**config.mk**
```make
export PLATFORM = sky130hd
export DESIGN_NAME = cpp_fifo
export DESIGN_NICKNAME = d
export VERILOG_FILES = /design/src/rtl/cpp_pkg.sv /design/src/rtl/cpp_fifo.sv
export SDC_FILE = /design/constraint.sdc
export NUM_CORES = 1
export LEC_CHECK = 0
export BUFFER_PORTS_ARGS = -buffer_cell sky130_fd_sc_hd__buf_4
export CAP_MARGIN = 20
export CORE_ASPECT_RATIO = 1.4
export CORE_MARGIN = 8
export CORE_UTILIZATION = 45
export CTS_CLUSTER_SIZE = 24
export DETAILED_ROUTE_END_ITERATION = 12
export HOLD_SLACK_MARGIN = 0.15
export PLACE_DENSITY = 0.74
export SYNTH_ARGS = -nofsm -noshare
export SYNTH_HDL_FRONTEND = slang
export SYNTH_SLANG_ARGS = --single-unit
```
**constraint.sdc**
```tcl
create_clock -name clk_i -period 6.6 [get_ports clk_i]
set_input_delay 0.66 -clock clk_i [delete_from_list [all_inputs] [get_ports clk_i]]
set_output_delay 0.66 -clock clk_i [all_outputs]
set_load 0.02 [all_outputs]
```
**src/rtl/cpp_pkg.sv**
```systemverilog
// Shared types and constants for the camera point projection block.
// Used by cpp_front, cpp_fifo, cpp_back and camera_point_projection; no dependencies.
`timescale 1ns / 1ps

package cpp_pkg;

  localparam int unsigned NumRegs   = 6;
  localparam int unsigned RegW      = 64;
  localparam int unsigned AddrW     = 6;
  localparam int unsigned CoefW     = 32;
  localparam int unsigned ProdW     = 64;
  localparam int unsigned FracBits  = 16;
  localparam int unsigned TermW     = ProdW - FracBits;   // 48
  localparam int unsigned SumW      = 50;
  localparam int unsigned MagW      = 48;
  localparam int unsigned DivSteps  = 32;
  localparam int unsigned FifoDepth = 4;
  localparam int unsigned FifoPtrW  = 2;
  localparam int unsigned FifoCntW  = 3;

  localparam logic [31:0] QNegOne = 32'hFFFF_0000;
  localparam logic [31:0] SatPos  = 32'h7FFF_FFFF;
  localparam logic [31:0] SatNeg  = 32'h8000_0000;

  typedef enum logic [2:0] {
    RegRow0A = 3'd0,
    RegRow0B = 3'd1,
    RegRow1A = 3'd2,
    RegRow1B = 3'd3,
    RegRow2A = 3'd4,
    RegRow2B = 3'd5
  } reg_idx_e;

  localparam logic [RegW-1:0] ResetRow0A = 64'h0001_0000_0000_0000;
  localparam logic [RegW-1:0] ResetRow0B = 64'h0;
  localparam logic [RegW-1:0] ResetRow1A = 64'h0000_0000_0001_0000;
  localparam logic [RegW-1:0] ResetRow1B = 64'h0;
  localparam logic [RegW-1:0] ResetRow2A = 64'h0;
  localparam logic [RegW-1:0] ResetRow2B = 64'h0001_0000_0000_0000;

  // 3x4 projection matrix, [row][col]
  typedef logic [2:0][3:0][CoefW-1:0] coef_mat_t;

  // Classified request handed from front to back
  typedef struct packed {
    logic            in_front;
    logic            neg_u;
    logic            neg_v;
    logic [MagW-1:0] mag_u;
    logic [MagW-1:0] mag_v;
    logic [MagW-1:0] den;
  } job_t;

  // One divider lane between steps
  typedef struct packed {
    logic                neg;
    logic                ovf;
    logic [MagW-1:0]     rem;
    logic [DivSteps-1:0] feed;
    logic [DivSteps-1:0] quo;
  } lane_t;

  typedef struct packed {
    logic            in_front;
    logic [MagW-1:0] den;
    lane_t           u;
    lane_t           v;
  } div_stage_t;

endpackage

```
**src/rtl/cpp_fifo.sv**
```systemverilog
// Short request queue between the front and back parts.
// Depends on cpp_pkg (job_t, depth constants).
`timescale 1ns / 1ps

module cpp_fifo (
  input  logic          clk_i,
  input  logic          rst_ni,
  input  logic          wr_valid_i,
  input  cpp_pkg::job_t wr_data_i,
  output logic          full_o,
  output logic          rd_valid_o,
  input  logic          rd_ready_i,
  output cpp_pkg::job_t rd_data_o
);

  cpp_pkg::job_t                 mem_q [cpp_pkg::FifoDepth];
  logic [cpp_pkg::FifoPtrW-1:0]  wr_ptr_q, rd_ptr_q;
  logic [cpp_pkg::FifoCntW-1:0]  cnt_q, cnt_d;
  logic                          wr_en, rd_en;

  assign full_o     = (cnt_q == cpp_pkg::FifoCntW'(cpp_pkg::FifoDepth));
  assign rd_valid_o = (cnt_q != '0);
  assign wr_en      = wr_valid_i && !full_o;
  assign rd_en      = rd_valid_o && rd_ready_i;
  assign rd_data_o  = mem_q[rd_ptr_q];

  always_comb begin
    cnt_d = cnt_q;
    if (wr_en && !rd_en) cnt_d = cnt_q + 1'b1;
    if (rd_en && !wr_en) cnt_d = cnt_q - 1'b1;
  end

  // Advance pointers and fill count
  always_ff @(posedge clk_i or negedge rst_ni) begin
    if (!rst_ni) begin
      wr_ptr_q <= '0;
      rd_ptr_q <= '0;
      cnt_q    <= '0;
    end else begin
      if (wr_en) wr_ptr_q <= wr_ptr_q + 1'b1;
      if (rd_en) rd_ptr_q <= rd_ptr_q + 1'b1;
      cnt_q <= cnt_d;
    end
  end

  // Store the request
  always_ff @(posedge clk_i) begin
    if (wr_en) mem_q[wr_ptr_q] <= wr_data_i;
  end

`ifndef SYNTHESIS
  a_cnt_bound: assert property (@(posedge clk_i) disable iff (!rst_ni)
    cnt_q <= cpp_pkg::FifoCntW'(cpp_pkg::FifoDepth))
    else $error("queue fill count beyond depth");
  a_cnt_track: assert property (@(posedge clk_i) disable iff (!rst_ni)
    (wr_en && !rd_en) |=> (cnt_q == $past(cnt_q) + 1'b1))
    else $error("queue fill count missed a write");
`endif

endmodule

```
; Yosys cells after proc, flatten, opt, wreduce, memory -nomap -nowiden
; Memories as Yosys holds them, arrays and structs flattened.
; Index checks and enable logic that the tools add are counted.
[totals]
ram_bits = 588
out_inout_bits = 149
n_memories = 1
elab_cells = 22
regBits = 7
inputBits = 151
[mem_list]
columns = name, depth, word_bits, rd, rd_clocked_by_memory_dff, wr, line_no
row1 = mem_q, 4, 147, 1, 0, 1, cpp_fifo.sv:16  ; cpp_pkg::job_t mem_q [cpp_pkg::FifoDepth];
[op_classes]
reduce_logical = 9
add_sub_neg = 4
eq_ne = 1
n_mux = 4
[ops]
columns = op, count
row1 = $mux 3, 2
row2 = $add 2x1->2 const B, 2
row3 = $logic_and 1x1->1, 4
row4 = $add 3x1->3 const B, 1
row5 = $eq 3x3->1 const B, 1
row6 = $logic_not 1->1, 3
row7 = $reduce_bool 3->1, 1
row8 = $sub 3x1->3 const B, 1
row9 = $mux 1, 2
row10 = $reduce_bool 2->1, 1

; Depth between registers and ports, before layout
[depth]
ltp_word = 6
depth_mapped = 9
mapped_depth_nobuf = 9

; Worst setup path before layout
; No wires, ideal clock.
[synth_timing]
path_type = input-to-reg
start = input wr_valid_i
end = memory mem_q[3][0] (netlist bit) (enable)
t_arrival_ns = 2.481
path_slack_ns = 3.678
t_required_ns = 6.159
n_path_buf = 0
setup_ns = 0.441
path_stages = 1
path_cell_list = and3_2
[synth_between]
elab_chain_cells = 3
[synth_lines]
columns = element, line_no
row1 = from (decl), cpp_fifo.sv:8  ; input logic wr_valid_i,
row2 = $logic_and 1x1->1, cpp_fifo.sv:23  ; assign wr_en = wr_valid_i && !full_o;
row3 = $mux 1, cpp_fifo.sv:48  ; if (wr_en) mem_q[wr_ptr_q] <= wr_data_i;
row4 = $mux 1 (not written as such), cpp_fifo.sv:48
row5 = to (decl), cpp_fifo.sv:16
; Every way passes these cells.

==> metrics <==
fmax=0.266 GHz; worst slew pin tran=1.03 ns; Worst slew margin=0.311; CTS sink cnt=595; DRT antenna net count=0; setup violators final=0; fin cells=1812; initial core utilization=0.454; critical path data arrival time=3.09 ns; routed wire length=43.1 mm; most numerous cell in the Yosys netlist=edfxtp_1; Fin. Hold Viols=0; Vias/cell=5.27; final setup TNS=0 ns; clock root buffer=clkbuf_16; peak supply drop=0.715 mV; Worst-Skew Late Latency=0.57 ns; library cells used by synthesis=24; type of the most critical hold path=in -> reg; DIE HEIGHT=276 um; number of enable flip-flop cells after synthesis=588; placed cell count=1713; layout cells sized above 1=0.459; Post-CTS Setup Bufs=0; first-pass GRT wire length=64.7 mm; unrepaired setup endpoints after global routing=no; Crit Path Class=reg -> out; total of max-cap violations=0; clock skew=0.0229 ns; nets=1296; Net Sw Power=3.83 mW; final setup margin=2.85 ns; drt first pass iters=4; gr ovfl total=0; Num CTS Buffers=53; CTS tree=yes; largest area contributor in the netlist=edfxtp_1; GP Congestion=0.706; yosys warns=0; top cells by count, synth=588 x edfxtp_1, 142 x mux4_2, 14 x buf_2; sequential share of power=0.429; Synth Flop Type=edfxtp_1; ys async rst share=0.0118; Tmin final=3.75 ns; PD cells=467 nW/um2; final period utilization=0.569; Clock Tree Buf Depth=3; Critical Path Source Type=flop; post-synthesis register bit count=595; antenna violations before repair=6; PortBufs=299; Sw Ratio=0.313; Avg Cell Area, Syn=26.9 um2; area delta synth->final=20.8%; initial DRC count=447; Netlist Area Pre-Place=21700 um2; synthesized instance count=806; Worst Path Required=5.94 ns; num rows=95; die area=55600 um2; DIE WIDTH=202 um; DRC=0; CP endpoint kind=output pin; syn nets=963; max-slew violation total from the final report=0; Yosys top cell area share=0.814; top post-synthesis cells by area=edfxtp_1 81%, mux4_2 15%, dfrtp_1 0.81%; via count of the first global-routing pass=10400; Vias=9557; clock power share=0.232; reg2reg setup slack=3.98 ns; register area share after synthesis=0.822; Max FO, Critical Path=77; Place WS=3.36 ns; CTS clk-pin slew, worst paths=0.06 ns; Post-DP HPWL=26.8 mm; Leakage=8.88 nW; Final Core Density=0.549; I/O pin count=300; combinational share of power=0.339; status=completed; core area=47800 um2; largest net degree at the start of global routing=143; wire per inst=23.8 um; H-tree depth=2; P_int=8.40 mW; Tot GR Track Use=0.153
## area by class of cell
cell class / count / area [um2]
clock inverters: 38 / 245
multi-input cells: 171 / 3580
flip-flops and latches: 595 / 17800
clock buffers: 57 / 1360
diodes: 3 / 7.51
fillers: 3635 / 21600
repair buffers: 311 / 2360
well taps: 630 / 788
inverters: 7 / 26.3
## layout by cell type (no fill, tap or decap), types with 4 or more instances in the layout
master and n:
and3_4 4, clkinv_1 14, dfrtp_1 5, clkinv_2 17, buf_4 308, inv_1 7
clkbuf_16 54, mux4_2 142, ha_1 5, edfxtp_1 588, mux4_1 5
## final timing paths
| check | from | end | depth (start not counted) |
|---|---|---|---|
| min | wr_data_i[133] | mem_q[1][133] | 1 |
| min in group asynchronous | rst_ni | cnt_q[2] | 2 |
| max reg2reg | cnt_q[2] | mem_q[1][70] | 3 |
| min reg2reg | cnt_q[2] | cnt_q[2] | 1 |
| max in group asynchronous | rst_ni | rd_ptr_q[0] | 2 |
| max | rd_ptr_q[0] | rd_data_o[104] | 3 |
## stage by stage
stage	power (mW)	hold slack (ns)	cell area, um2
after floorplan	7.95	0.364	21700
after global placement	9.53	0.479	24600
after CTS	12.5	0.243	26200
after detailed placement	9.60	0.482	24600
after global routing	12.8	0.253	26200
final	12.2	0.286	26200
## cell families after synthesis
group / count (synthesis) / share of synthesized area
simple gates: 9 / 0.00300
fa+ha+maj: 6 / 0.00381
compound gates: 1 / 0.000461
mux: 149 / 0.155
buf+inv: 40 / 0.0136
flops: 595 / 0.822
xor+xnor: 6 / 0.00242
## power by group through the flow
stage / sequential [mW] / combinational (mW) / clock (mW)
floorplan: 5.21 / 2.74 / 0
global placement: 5.29 / 4.24 / 0
detailed placement: 5.34 / 4.26 / 0
CTS: 5.26 / 4.27 / 2.93
global route: 5.32 / 4.40 / 3.07
finish: 5.24 / 4.15 / 2.84
## state kept, by name, summed over array words and instances, names as in the netlist
register	flops
mem_q	588
wr_ptr_q	2
cnt_q	3
rd_ptr_q	2
## timing repair
item	CTS	global route
gates resized for setup	0	0
hold buffers	1	0
setup endpoints to repair	0	0
hold endpoints to repair	7	0
## worst max-delay path, cell delays in order (launching register included)
cell and delay [ns]:
dfrtp_4 1.01, buf_12 0.52, mux4_2 0.63, buf_4 0.18
## per-layer routing
layer,part of all wire,routed length (um),up-vias,GRT usage
met1,0.38,16400,5036,0.183
met2,0.52,22500,287,0.262
li1,-,-,4155,-
met5,0.00093,40,-,0
met3,0.072,3100,73,0.0465
met4,0.026,1100,6,0.0545
(Power assumes the default switching activity.)
